`src/hw/rtl/pri_ram.sv`:
```
// Generic single-write, single-read synchronous RAM with registered read data.
// Standalone; no package needed.
`timescale 1ns / 1ps
`default_nettype none
module pri_ram #(
    parameter int WIDTH = 8,
    parameter int DEPTH = 256
) (
    input  wire logic                     clk,
    input  wire logic                     we,
    input  wire logic [$clog2(DEPTH)-1:0] waddr,
    input  wire logic [WIDTH-1:0]         wdata,
    input  wire logic [$clog2(DEPTH)-1:0] raddr,
    output logic      [WIDTH-1:0]         rdata
);

    logic [WIDTH-1:0] mem [DEPTH];

    // Write port.
    always_ff @(posedge clk)
    begin
        if (we)
        begin
            mem[waddr] <= wdata;
        end
    end

    // Registered read port.
    always_ff @(posedge clk)
    begin
        rdata <= mem[raddr];
    end

endmodule
`default_nettype wire

```
`config.mk`:
```
export PLATFORM = sky130hd
export DESIGN_NAME = pri_ram
export DESIGN_NICKNAME = d
export VERILOG_FILES = /design/src/hw/rtl/pri_ram.sv
export SDC_FILE = /design/constraint.sdc
export NUM_CORES = 2
export LEC_CHECK = 0
export BUFFER_PORTS_ARGS = -buffer_cell sky130_fd_sc_hd__buf_2
export CAP_MARGIN = 10
export CORE_MARGIN = 4
export CORE_UTILIZATION = 65
export CTS_BUF_LIST = sky130_fd_sc_hd__clkbuf_4 sky130_fd_sc_hd__clkbuf_8
export DETAILED_ROUTE_END_ITERATION = 8
export GPL_ROUTABILITY_DRIVEN = 1
export PLACE_DENSITY_LB_ADDON = 0.12
export SKIP_CTS_REPAIR_TIMING = 1
export SYNTH_ARGS = -nofsm -noshare
export SYNTH_HDL_FRONTEND = slang
export SYNTH_SLANG_ARGS = --single-unit
```
`constraint.sdc`:
```
create_clock -name clk -period 3.7 [get_ports clk]
set_input_delay 0.555 -clock clk [delete_from_list [all_inputs] [get_ports clk]]
set_output_delay 0.555 -clock clk [all_outputs]
set_load 0.05 [all_outputs]
```
Word level (Yosys, flattened, before mapping)
Memory sizes are Yosys's and may differ from the RTL's. A register that Yosys moved wholly into a read port is not among the register bits. Cells that the tools add are included.

Input port bits: 26. Register bits after elaboration: 0. Logic and storage cells: 3. Memories kept: 1. Output and inout port bits: 8. RAM bits: 2048.

Muxes and demuxes: 2.

Memories: mem (depth 256, width 8, rd ports 1, clocked after Yosys merged registers in 1, write ports 1, line 17) `logic [WIDTH-1:0] mem [DEPTH];`.

Operators by type and width (count): 2-to-1 mux 1 bit (2).

Longest topological paths before layout
Depth after elaboration: 2. Depth in mapped cells: 11.

Least setup slack after synthesis
No wires, ideal clock.

Path kind: input port to flip-flop. Start point: in raddr[0]. End point: reg rdata[2] (read register of mem). Arrival time: 2.362 ns. Required time: 3.569 ns. Library setup time: 0.131 ns. Path slack: 1.207 ns. Stages on the path: 9. Cells stage by stage: buf_6 -> buf_12 -> buf_8 -> buf_2 -> mux4_2 -> a22oi_1 -> a21oi_1 -> nor4_1 -> nor4_2.

RTL lines: start: declaration (line 13) `input wire logic [$clog2(DEPTH)-1:0] raddr,`; end: declaration (line 14) `output logic [WIDTH-1:0] rdata`.

==> metrics.txt <==
# TYPE chip_impl_metric gauge
chip_impl_metric{name="final_period_minus_worst_setup_slack",unit="ns"} 2.99
chip_impl_metric{name="postRouteWirelength",unit="um"} 194000
chip_impl_metric{name="design.portCount",unit=""} 34
chip_impl_metric{name="wl_met1",unit="um"} 70100
chip_impl_metric{name="cts.clk_slew.worst_paths",unit="ns"} 0.06
chip_impl_metric{name="finish.net_count",unit=""} 4281
chip_impl_metric{name="synth-async-reset-ratio",unit="%"} 0
chip_impl_metric{name="flow.area_growth_from_synthesis",unit="%"} 13.1
chip_impl_info{name="synth_ff_type",value="sky130_fd_sc_hd__edfxtp_1"} 1
chip_impl_metric{name="placement_rows",unit=""} 128
chip_impl_metric{name="place.detailed.instances",unit=""} 5549
chip_impl_metric{name="die_width",unit="um"} 358
chip_impl_metric{name="avgSynthCellArea",unit="um^2"} 21.3
chip_impl_metric{name="synthesis.instances",unit=""} 3733
chip_impl_metric{name="syn-cell-area",unit="um^2"} 79600
chip_impl_metric{name="power.ir.vdd_worst",unit="V"} 0.000444
chip_impl_metric{name="drc",unit=""} 0
chip_impl_info{name="critical_path.endpoint_type",value="register"} 1
chip_impl_metric{name="clock_latency_on_the_worst_skew_pair",unit="ns"} 1.03
chip_impl_metric{name="cts.sinks",unit=""} 2056
chip_impl_metric{name="final-hold-violation-count",unit=""} 0
chip_impl_metric{name="grt_first_pass_wirelength",unit="um"} 285000
chip_impl_metric{name="synth_seq_cells",unit=""} 2056
chip_impl_metric{name="initial_core_utilization",unit="%"} 65.4
chip_impl_metric{name="dp_worst_setup_slack",unit="ns"} -0.227
chip_impl_info{name="layout.cells.most_common_list",value="sky130_fd_sc_hd__edfxtp_1 (2048), sky130_fd_sc_hd__mux4_2 (454), sky130_fd_sc_hd__buf_4 (351)"} 1
chip_impl_metric{name="routed_via_density",unit=""} 6.76
chip_impl_metric{name="route.met2.wl",unit="um"} 93300
chip_impl_metric{name="tritoncts.num_buffers",unit=""} 328
chip_impl_metric{name="routed-via-count",unit=""} 41300
chip_impl_metric{name="cts.path.max_buffers",unit=""} 4
chip_impl_metric{name="place.port_buffers",unit=""} 33
chip_impl_info{name="critPathKind",value="reg2reg"} 1
chip_impl_metric{name="drt.antenna.violating_nets",unit=""} 0
chip_impl_metric{name="detailed_place_hpwl",unit="um"} 121000
chip_impl_info{name="top_layer_used",value="met5"} 1
chip_impl_metric{name="detailroute.wirelength.met3",unit="um"} 22000
chip_impl_metric{name="syn-num-nets",unit=""} 3759
chip_impl_metric{name="power_leakage",unit="nW"} 28.9
chip_impl_metric{name="fmax",unit="GHz"} 0.335
chip_impl_metric{name="gr-usage-all-layers",unit="%"} 31.1
chip_impl_metric{name="initial_antenna_violation_count",unit=""} 9
chip_impl_metric{name="max_cap_violations",unit=""} 0
chip_impl_metric{name="worst-slew-pin-transition",unit="ns"} 1.07
chip_impl_metric{name="p_per_area",unit="nW/um^2"} 516
chip_impl_metric{name="maxSlewViolCount",unit=""} 0
chip_impl_metric{name="initialDrtViolationCount",unit=""} 6406
chip_impl_metric{name="gp_congestion",unit=""} 0.886
chip_impl_info{name="status",value="finished clean"} 1
chip_impl_metric{name="postLayoutCoreUtil",unit="%"} 73.9
chip_impl_metric{name="cp_max_fo",unit=""} 1
chip_impl_metric{name="die-area",unit="um^2"} 128000
chip_impl_info{name="cts-root-buf",value="sky130_fd_sc_hd__clkbuf_8"} 1
chip_impl_metric{name="synth_edf_count",unit=""} 2048
chip_impl_metric{name="grt_pass1_vias",unit=""} 41900
chip_impl_metric{name="report.final.setup_viol",unit=""} 0
chip_impl_info{name="cts_tree",value="yes"} 1
chip_impl_info{name="rsz0062_at_grt",value="no"} 1
chip_impl_metric{name="maxSlewHeadroom",unit="%"} 28.0
chip_impl_metric{name="worst_ep_arrival_time",unit="ns"} 3.85
chip_impl_metric{name="seq_area_frac_synth",unit="%"} 77.5
chip_impl_metric{name="final_critical_path_setup_slack",unit="ns"} 0.711
chip_impl_metric{name="filler_cell_count",unit=""} 6773
chip_impl_metric{name="cts_max_level",unit=""} 5
chip_impl_metric{name="layout-drive-gt1-share",unit="%"} 31.0
chip_impl_info{name="startpoint_type_of_the_worst_setup_path",value="register"} 1
chip_impl_metric{name="number_of_distinct_standard_cells_referenced_by_the_synthesized_netlist",unit=""} 55
chip_impl_metric{name="stdcell_count",unit=""} 6113
chip_impl_metric{name="final_period_util",unit="%"} 80.8
chip_impl_metric{name="grt_start_max_net_pins",unit=""} 126
chip_impl_metric{name="cp.required",unit="ns"} 4.56
chip_impl_metric{name="drt_pass1_iterations",unit=""} 6
chip_impl_info{name="layout_commonest_cell",value="sky130_fd_sc_hd__edfxtp_1"} 1
chip_impl_info{name="timing.hold.worst.class",value="in2reg"} 1
chip_impl_metric{name="routed_wire_per_std_cell",unit="um"} 31.8
chip_impl_metric{name="clock-skew-final",unit="ns"} 0.0691
chip_impl_metric{name="dieHeight",unit="um"} 358
chip_impl_metric{name="globalRoute.totalOverflow",unit=""} 0
chip_impl_metric{name="count_of_warnings_emitted_by_yosys",unit=""} 0
chip_impl_metric{name="fp.coreArea",unit="um^2"} 122000
state kept, by name (all words and copies together), names as in the netlist:
name,cells
mem,2048
rdata,8
worst paths after layout:
path	from	to	depth (start not counted)	slack [ns]
max	mem[77][1]$_DFFE_PP_	rdata[1]$_DFF_P_	7	0.71
min	wdata[1]	mem[71][1]$_DFFE_PP_	1	0.21
max reg2reg	mem[77][1]$_DFFE_PP_	rdata[1]$_DFF_P_	7	0.71
min reg2reg	mem[50][5]$_DFFE_PP_	rdata[5]$_DFF_P_	6	1.16
synthesized netlist by cell type (2+ instances only):
master	n	area, um^2
sky130_fd_sc_hd__a2111oi_1	2	20.0
sky130_fd_sc_hd__nand2b_1	8	50.1
sky130_fd_sc_hd__o221ai_1	46	403
sky130_fd_sc_hd__mux4_1	2	52.6
sky130_fd_sc_hd__buf_8	13	195
sky130_fd_sc_hd__o22a_1	5	43.8
sky130_fd_sc_hd__a31oi_1	2	12.5
sky130_fd_sc_hd__nor4_1	24	150
sky130_fd_sc_hd__a21oi_1	96	480
sky130_fd_sc_hd__buf_4	27	203
sky130_fd_sc_hd__nor3_1	22	110
sky130_fd_sc_hd__dfxtp_1	8	160
sky130_fd_sc_hd__a2111oi_0	2	17.5
sky130_fd_sc_hd__nand3_1	34	170
sky130_fd_sc_hd__nand2_1	33	124
sky130_fd_sc_hd__o32ai_1	4	35.0
sky130_fd_sc_hd__nor2_1	282	1060
sky130_fd_sc_hd__nand4_1	10	62.6
sky130_fd_sc_hd__buf_12	8	160
sky130_fd_sc_hd__o211ai_1	10	75.1
sky130_fd_sc_hd__a311oi_1	2	17.5
sky130_fd_sc_hd__or2_2	4	25.0
sky130_fd_sc_hd__mux2i_1	134	1340
sky130_fd_sc_hd__nor4_2	3	37.5
sky130_fd_sc_hd__buf_2	31	155
sky130_fd_sc_hd__o22ai_1	28	175
sky130_fd_sc_hd__a22o_1	8	70.1
sky130_fd_sc_hd__nand3b_1	2	15.0
sky130_fd_sc_hd__mux4_2	454	10200
sky130_fd_sc_hd__buf_1	22	82.6
sky130_fd_sc_hd__nor2b_1	31	194
sky130_fd_sc_hd__and3b_1	2	17.5
sky130_fd_sc_hd__o21ai_0	10	50.1
sky130_fd_sc_hd__a22oi_1	133	998
sky130_fd_sc_hd__a211oi_1	16	120
sky130_fd_sc_hd__and2_1	6	37.5
sky130_fd_sc_hd__clkbuf_1	111	417
sky130_fd_sc_hd__o21ai_1	2	10.0
sky130_fd_sc_hd__edfxtp_1	2048	61500
sky130_fd_sc_hd__a221oi_1	13	114
sky130_fd_sc_hd__buf_6	21	236
layer usage:
layer,vias to the layer above,global-route usage [%]
li1,16800,-
met2,2841,48.2
met3,498,7.52
met4,4,12.9
met1,21200,43.7
met5,-,0
layout make-up:
type | instances | area, um^2 | share of cell area, %
sequential | 2056 | 61700 | 68.5
multi-input combinational | 1442 | 16500 | 18.3
clock buffer | 447 | 5500 | 6.11
timing repair buffer | 425 | 3720 | 4.13
tap | 1625 | 2030 | 2.26
clock inverter | 113 | 602 | 0.669
inverter | 2 | 7.51 | 0.00834
antenna | 3 | 7.51 | 0.00834
kinds of logic after synthesis:
logic type	after synthesis	synth area share (%)
flops	2056	77.5
mux	591	14.6
simple gates	466	2.63
compound gates	385	3.42
buf+inv	235	1.83
report_power, final:
group,leakage [nW],switching [mW],total (mW),internal (mW)
sequential,18.5,0.0430,25.7,25.7
combinational,7.14,1.58,2.47,0.887
clock,3.24,8.42,18.3,9.84
total,28.9,10.0,46.5,36.4
metrics by stage:
step                setup TNS [ns]  area, um^2  power [mW]  hold WS, ns
CTS                              0       90000        46.7       -0.220
global route                     0       90000        48.0        0.195
global placement             -1.01       83900        28.6        0.873
floorplan                        0       79600        27.5        0.654
detailed placement          -0.699       83900        28.7        0.887
finish                           0       90000        46.5        0.207
worst max-delay path: stages (launching register included):
cell and delay (ns):
sky130_fd_sc_hd__edfxtp_1 0.36, sky130_fd_sc_hd__mux4_2 0.47, sky130_fd_sc_hd__nor2b_1 0.14, sky130_fd_sc_hd__a211oi_1 0.53, sky130_fd_sc_hd__nor2_1 0.19, sky130_fd_sc_hd__nor4_1 0.86
sky130_fd_sc_hd__buf_4 0.23, sky130_fd_sc_hd__nor4_1 0.04
(Power assumes the default switching activity.)
