$ cat src/hw/rtl/pri_pkg.sv
// Shared types and constants for the pointer registry hash index.
// Used by pri_hash, pri_ram users and the top level; depends on nothing.
`timescale 1ns / 1ps
`default_nettype none
package pri_pkg;

    localparam int ENTRIES = 256;
    localparam int BUCKETS = 1024;
    localparam int EIW     = $clog2(ENTRIES);
    localparam int CW      = $clog2(ENTRIES + 1);
    localparam int BW      = $clog2(BUCKETS);
    localparam int CAP     = (ENTRIES < BUCKETS) ? ENTRIES : BUCKETS;

    // Murmur finalizer multipliers.
    localparam logic [63:0] MIX_C1 = 64'hff51afd7ed558ccd;
    localparam logic [63:0] MIX_C2 = 64'hc4ceb9fe1a85ec53;
    localparam int MIX_SHIFT = 33;

    localparam logic [2:0] CMD_INSERT = 3'd0;
    localparam logic [2:0] CMD_LOOKUP = 3'd1;
    localparam logic [2:0] CMD_MARK   = 3'd2;
    localparam logic [2:0] CMD_CLEAR  = 3'd3;
    localparam logic [2:0] CMD_SWEEP  = 3'd4;

    localparam logic [1:0] ST_OK        = 2'd0;
    localparam logic [1:0] ST_NOT_FOUND = 2'd1;
    localparam logic [1:0] ST_FULL      = 2'd2;
    localparam logic [1:0] ST_NULL      = 2'd3;

    typedef struct packed {
        logic [2:0]  command;
        logic [63:0] key;
        logic [31:0] size_bytes;
    } request_t;

    typedef struct packed {
        logic [1:0]  status;
        logic [7:0]  entry_pos;
        logic [31:0] found_size;
        logic        was_marked;
        logic [8:0]  freed_count;
        logic [8:0]  live_count;
    } response_t;

    typedef enum logic [3:0] {
        S_INIT,
        S_IDLE,
        S_HASH,
        S_PROBE_RD,
        S_PROBE_CHK,
        S_KEY_CHK,
        S_CLEAR,
        S_SWEEP_RD,
        S_SWEEP_WR,
        S_WIPE,
        S_RB_RD,
        S_RB_HASH
    } state_t;

endpackage
`default_nettype wire

$ cat src/hw/rtl/pri_hash.sv
// Multi-cycle murmur fmix64 unit giving the home bucket of a key.
// Depends on pri_pkg; uses one shared 32x32 multiplier over nine steps.
`timescale 1ns / 1ps
`default_nettype none
module pri_hash (
    input  wire logic                clk,
    input  wire logic                rst_n,
    input  wire logic                start,
    input  wire logic [63:0]         key,
    output logic                     done,
    output logic [pri_pkg::BW-1:0]   bucket
);
    import pri_pkg::*;

    localparam logic [3:0] STEP_IDLE = 4'd0;
    localparam logic [3:0] STEP_LAST = 4'd8;
    localparam logic [3:0] STEP_DONE = 4'd9;

    logic [3:0]  step_reg, step_next;
    logic [63:0] h_reg, h_next;
    logic [63:0] acc_reg, acc_next;
    logic [63:0] mul_c;
    logic [31:0] mul_a, mul_b;
    logic [63:0] prod;

    // Operand selection for the shared multiplier: low-low, low-high, high-low.
    always_comb
    begin
        mul_c = (step_reg > 4'd4) ? MIX_C2 : MIX_C1;
        mul_a = (step_reg[1:0] == 2'd3) ? h_reg[63:32] : h_reg[31:0];
        mul_b = (step_reg[1:0] == 2'd2) ? mul_c[63:32] : mul_c[31:0];
        prod  = 64'(mul_a) * 64'(mul_b);
    end

    // Step sequencer: mix, then two multiply rounds each closed by a xor-shift.
    always_comb
    begin
        step_next = step_reg;
        h_next    = h_reg;
        acc_next  = acc_reg;
        if (start)
        begin
            h_next    = key ^ (key >> MIX_SHIFT);
            step_next = 4'd1;
        end
        else if (step_reg == STEP_DONE)
        begin
            step_next = STEP_IDLE;
        end
        else if (step_reg != STEP_IDLE)
        begin
            unique case (step_reg[1:0])
                2'd1:    acc_next = prod;
                2'd2:    acc_next = acc_reg + {prod[31:0], 32'b0};
                2'd3:    acc_next = acc_reg + {prod[31:0], 32'b0};
                default: h_next   = acc_reg ^ (acc_reg >> MIX_SHIFT);
            endcase
            step_next = (step_reg == STEP_LAST) ? STEP_DONE : step_reg + 4'd1;
        end
    end

    always_ff @(posedge clk or negedge rst_n)
    begin
        if (!rst_n)
        begin
            step_reg <= STEP_IDLE;
        end
        else
        begin
            step_reg <= step_next;
        end
    end

    always_ff @(posedge clk)
    begin
        h_reg   <= h_next;
        acc_reg <= acc_next;
    end

    assign done   = (step_reg == STEP_DONE);
    assign bucket = h_reg[BW-1:0];

endmodule
`default_nettype wire

$ cat config.mk
export PLATFORM = sky130hd
export DESIGN_NAME = pri_hash
export DESIGN_NICKNAME = d
export VERILOG_FILES = /design/src/hw/rtl/pri_pkg.sv /design/src/hw/rtl/pri_hash.sv
export SDC_FILE = /design/constraint.sdc
export NUM_CORES = 2
export LEC_CHECK = 0
export ABC_AREA = 1
export BUFFER_PORTS_ARGS = -buffer_cell sky130_fd_sc_hd__buf_2
export CAP_MARGIN = 20
export CORE_ASPECT_RATIO = 0.6
export CORE_MARGIN = 8
export CORE_UTILIZATION = 55
export DETAILED_ROUTE_END_ITERATION = 8
export PLACE_DENSITY_LB_ADDON = 0.12
export SLEW_MARGIN = 10
export SYNTH_ARGS = -nofsm -noshare
export SYNTH_HDL_FRONTEND = slang
export SYNTH_SLANG_ARGS = --single-unit
export TNS_END_PERCENT = 30
$ cat constraint.sdc
create_clock -name clk -period 10.7 [get_ports clk]
set_input_delay 2.14 -clock clk [delete_from_list [all_inputs] [get_ports clk]]
set_output_delay 2.14 -clock clk [all_outputs]
set_load 0.02 [all_outputs]
* Yosys cells after proc, flatten, opt, wreduce, memory -nomap -nowiden
Cells that the tools add are included.
** Word-level totals
- Bits in registers :: 132
- Word-level logic and storage cells :: 38
- Input port bits :: 67
- Output and inout port bits :: 11
** Cells by class
- Multipliers :: 1
- Eq/ne operators :: 7
- Muxes and demuxes :: 12
- Bitwise operators :: 4
- $lt $le $gt $ge :: 1
- Add/subtract/negate cells :: 2
- Reduce and logical (&&, ||, !) cells :: 8
** Operator list (number)
- 64-bit two-way mux :: 4
- 64-bit one-hot mux with 2 select lines :: 1
- 64-bit by 31-bit bitwise XOR with 64-bit output :: 2
- 64-bit adder :: 1
- 32-bit by 32-bit multiplier with 64-bit output :: 1
- 32-bit two-way mux :: 2
- 62-bit two-way mux :: 1
- 4-bit two-way mux :: 4
- 4-bit == test, second input constant :: 2
- 4-bit by 1-bit adder with 4-bit output, second input constant :: 1
- 2-bit == test, second input constant :: 2
- 4-bit by 3-bit > comparator with 1-bit output, second input constant :: 1
- 4-bit AND reduction :: 1
- 2-bit nonzero test :: 2
- 4-bit nonzero test :: 1
- 3-bit AND reduction :: 1
- 3-bit nonzero test :: 1
- 3-bit OR reduction :: 1
- 2-bit by 1-bit == test with 1-bit output, second input constant :: 1
- 2-bit by 1-bit != test with 1-bit output, second input constant :: 1
- 2-bit != test, second input constant :: 1
- 1-bit NOT :: 2
- 2-bit OR reduction :: 1

* Logic depth before layout (Yosys ltp)
- Depth after elaboration :: 6
- Depth in mapped cells :: 48
- Depth with buffers taken out :: 45

* Least setup slack after synthesis
No wires, ideal clock.
- Path kind :: register -> register
- From :: register step_reg[0]
- To :: register acc_reg[62], data pin
- Cell stages (with the launch flop) :: 43
- Library setup time :: 254 ps
- Slack :: 1528 ps
- Data arrival time :: 8918 ps
- Clock period less this slack :: 9172 ps
- Buffers on the path :: 3
- Required time :: 10446 ps
- Path through :: dfrtp_1 > inv_1 > ha_1 > inv_1 > a21oi_1 > clkbuf_1 > ha_1 > clkbuf_1 > buf_1 > nor2_1 > fa_1 > inv_1 > fa_1 > inv_1 > fa_1 > inv_1 > fa_1 > inv_1 > [... 7 more ...] > nand2_1 > nor2_1 > inv_1 > o21ai_0 > inv_1 > nand2_1 > xnor2_1 > inv_1 > ha_1 > nand2_1 > nor2_1 > inv_1 > nor3_1 > nand4_1 > nand2_1 > nand2_1 > nand3_1 > nand2_1
** On the way
- Longest elaborated chain between the ends :: 6
- Elaborated cells on any way between the ends :: 11
- Those cells by class :: 1 x add/sub; 1 x mul; 1 x order compare; 3 x eq/ne; 4 x mux; 1 x reduce/logical
** Ends and longest elaborated chain
- start: declaration :: line pri_hash.sv:19 : logic [3:0] step_reg, step_next;
- start signal: assignment :: line pri_hash.sv:70 : step_reg <= step_next;
- 4-bit by 3-bit > comparator with 1-bit output :: line pri_hash.sv:29 : mul_c = (step_reg > 4'd4) ? MIX_C2 : MIX_C1;
- 62-bit two-way mux :: line pri_hash.sv:29
- 32-bit two-way mux :: line pri_hash.sv:31 : mul_b = (step_reg[1:0] == 2'd2) ? mul_c[63:32] : mul_c[31:0];
- 32-bit by 32-bit multiplier with 64-bit output :: line pri_hash.sv:32 : prod = 64'(mul_a) * 64'(mul_b);
- 64-bit adder :: line pri_hash.sv:54, pri_hash.sv:55
- 64-bit one-hot mux with 2 select lines (*) :: line pri_hash.sv:52 : unique case (step_reg[1:0])
- end signal: assignment :: line pri_hash.sv:77 : acc_reg <= acc_next;
- end: declaration :: line pri_hash.sv:21 : logic [63:0] acc_reg, acc_next;
Every way passes the cells marked *; elsewhere a longest branch is shown, timed or not.
A chain may end at the register's enable or synchronous reset.

* Worst setup path after layout
- From :: register step_reg[0]
- To :: register acc_reg[63], data pin
The elaborated chain is that of the path after synthesis.

==> metrics <==
htree depth 4; Placement Rows 75; R2R depth 41; layout overhead on the synthesized area 7.68%; Multi-input gate area 29,600 um2; latest clock arrival within the worst-skew pair 0.49 ns; Fmax 0.0981 GHz; startpoint types flip-flop; Worst EP arrival approximately 10 ns; RSZ-0062 raised after global routing false; gr usage total 0.368; hold endpoint h_reg[31]; final setup vio count 0; Post-synth top flop edfxtp_1; CP startpoint step_reg[0]; final hold violation count 0; r2r setup slk 0.51 ns; Post-Layout Cell Count between 5,000 and 6,000; sequential fraction of the synthesis area 0.103; register area 3940 um2; CTS clk-pin slew, worst paths ~0.060 ns; asr flop ratio synth 0.0303; initial antenna violation count 2; cts bufs inserted 25; commonest non-fill, non-tap cells in the layout inv_1, fa_1, nand2_1; Clock Root Buffer clkbuf_16; first-pass GRT wire length ~210 mm; Period minus WS final 10.19 ns; share of layout cells above drive strength 1 0.0730; Reg2Reg Launch Point step_reg[0]; Post-synth EDFFs about 130; Most common cell on crit path nand2_1; Sinks on Clock Net 132; HP Start acc_reg[31]; Hold Path Depth 2; DRT Wirelength about 140 mm; Slowest-stage cell, CP fa_1; WP data required approximately 11 ns; routed vias 29,968; Mapped Nets 5,620; CP max stage delay 0.68 ns; post-cts resize count 0; Die Y approximately 220 um; Post-DP HPWL 126 mm; Slew Limit Fails 0; vias in the first global route roughly 30,000; Setup TNS 0 ns; pre-CTS setup slack around 0.49 ns; Finished Cell Area 41,300 um2; maxcap violations 0; Core Region 69,400 um2; CTS tree yes; Yosys cell types 51; Worst Setup End Kind flip-flop; DRT antenna net count 0; Vias/cell 5.51; Initial Utilization 0.552; Setup Skew 0.0196 ns; I/O Pins 78; diodes inserted 0; syn avg cell area 8.81 um2; end of the worst register-to-register path acc_reg[63]; IO Port Bufs 77; pin count of the biggest net entering global routing 62; CP max FO 15; die width 357 um; Ys Warns 0; number of fill cells 6,399; placed instance count 5,408; drt pass-1 iters 8; Least-Margin Pin Slew 1.06 ns; mapped cell area between 30,000 and 40,000 um2; total gr overflow 0; kind of critical path flip-flop to flip-flop; Starting DRT DRC Count between 3,000 and 4,000; hold buffers post-CTS 0; area post-placement 40,600 um2; status complete, no violations; FF+latch count, synth 132; fin crit share 0.953; relative slew slack 0.293; Final nets 5,779; Syn Inst Count 4,353; most common cell after layout, fill and taps aside inv_1; Final WS setup 0.506 ns; die outline area around 79,000 um2; DRC Markers 0; Clock Tree Buf Depth 3; GP Congestion 1.06; Setup Fix Bufs, Post-CTS 0; Tightest Hold Check Type flip-flop to flip-flop; wire per inst ~26 um
[cell usage after synthesis, types with 5 or more instances]
cell / count / share of area
a21oi_1: 142 / 0.019
o21bai_1: 14 / 0.0027
xnor2_1: 41 / 0.0094
o21ai_0: 122 / 0.016
nand2_1: 626 / 0.061
nor2_2: 6 / 0.00098
clkinv_1: 10 / 0.00098
nor3_1: 17 / 0.0022
nand3_1: 98 / 0.013
nand3_2: 5 / 0.0013
inv_1: 1165 / 0.11
fa_1: 862 / 0.45
inv_2: 5 / 0.00049
nand3b_1: 8 / 0.0016
clkbuf_1: 53 / 0.0052
o21ai_1: 14 / 0.0018
o21a_1: 7 / 0.0014
buf_2: 14 / 0.0018
ha_1: 338 / 0.11
a21o_1: 8 / 0.0016
nor2_1: 498 / 0.049
or2_2: 23 / 0.0038
xor2_1: 58 / 0.013
nand2_2: 7 / 0.0011
edfxtp_1: 128 / 0.10
buf_4: 11 / 0.0022
nand4_1: 14 / 0.0023
o21ai_2: 19 / 0.0043
[stage by stage]
step | util | hold WS [ns]
after floorplan | - | 0.487
after global placement | 0.585 | 0.506
after detailed placement | 0.585 | 0.528
after CTS | 0.594 | 0.539
after global routing | 0.595 | 0.552
final | 0.595 | 0.533
[per-layer routing]
metal / up-vias / track usage / routed length [um]
li1: 13168 / - / -
met1: 14719 / 0.575 / 64100
met2: 1911 / 0.460 / 50900
met3: 166 / 0.179 / 23000
met4: 4 / 0.0477 / 2270
met5: - / 0.00624 / 82
[worst max-delay path by stage]
stage | end | slack [ns] | depth (start not counted)
after floorplan | acc_reg[62] | 1.53 | 42
after global placement | acc_reg[60] | 0.49 | 35
after detailed placement | acc_reg[60] | 0.49 | 35
after CTS | acc_reg[60] | 0.45 | 35
after global routing | acc_reg[61] | 0.04 | 40
final | acc_reg[63] | 0.51 | 41
[layout make-up]
cell class,count,share of cell area
Multi-Input combinational cell,2955,0.717
Inverter,1180,0.107
Sequential cell,132,0.0955
Timing Repair Buffer,218,0.0356
Tap cell,924,0.0280
Clock buffer,26,0.0152
Clock inverter,7,0.00136
[cells by family after synthesis]
logic type               synth area share
AO/OA/AOI/OAI                      0.0497
XOR/XNOR                           0.0226
adder cells (fa/ha/maj)             0.560
buffers and inverters               0.126
flip-flops                          0.103
other                           0.0000978
AND/OR/NAND/NOR                     0.138
[worst max-delay path, delay by kind of cell (launching register included)]
family | cells | cell delay (ns)
xor+xnor | 1 | 0.34
fa+ha+maj | 11 | 5.23
flops | 1 | 0.40
buf+inv | 10 | 1.37
simple gates | 16 | 1.91
compound gates | 3 | 0.62
Power is left out: the tool's default activity adds up to more than one toggle a clock period on the data nets, which glitch-free logic cannot reach.
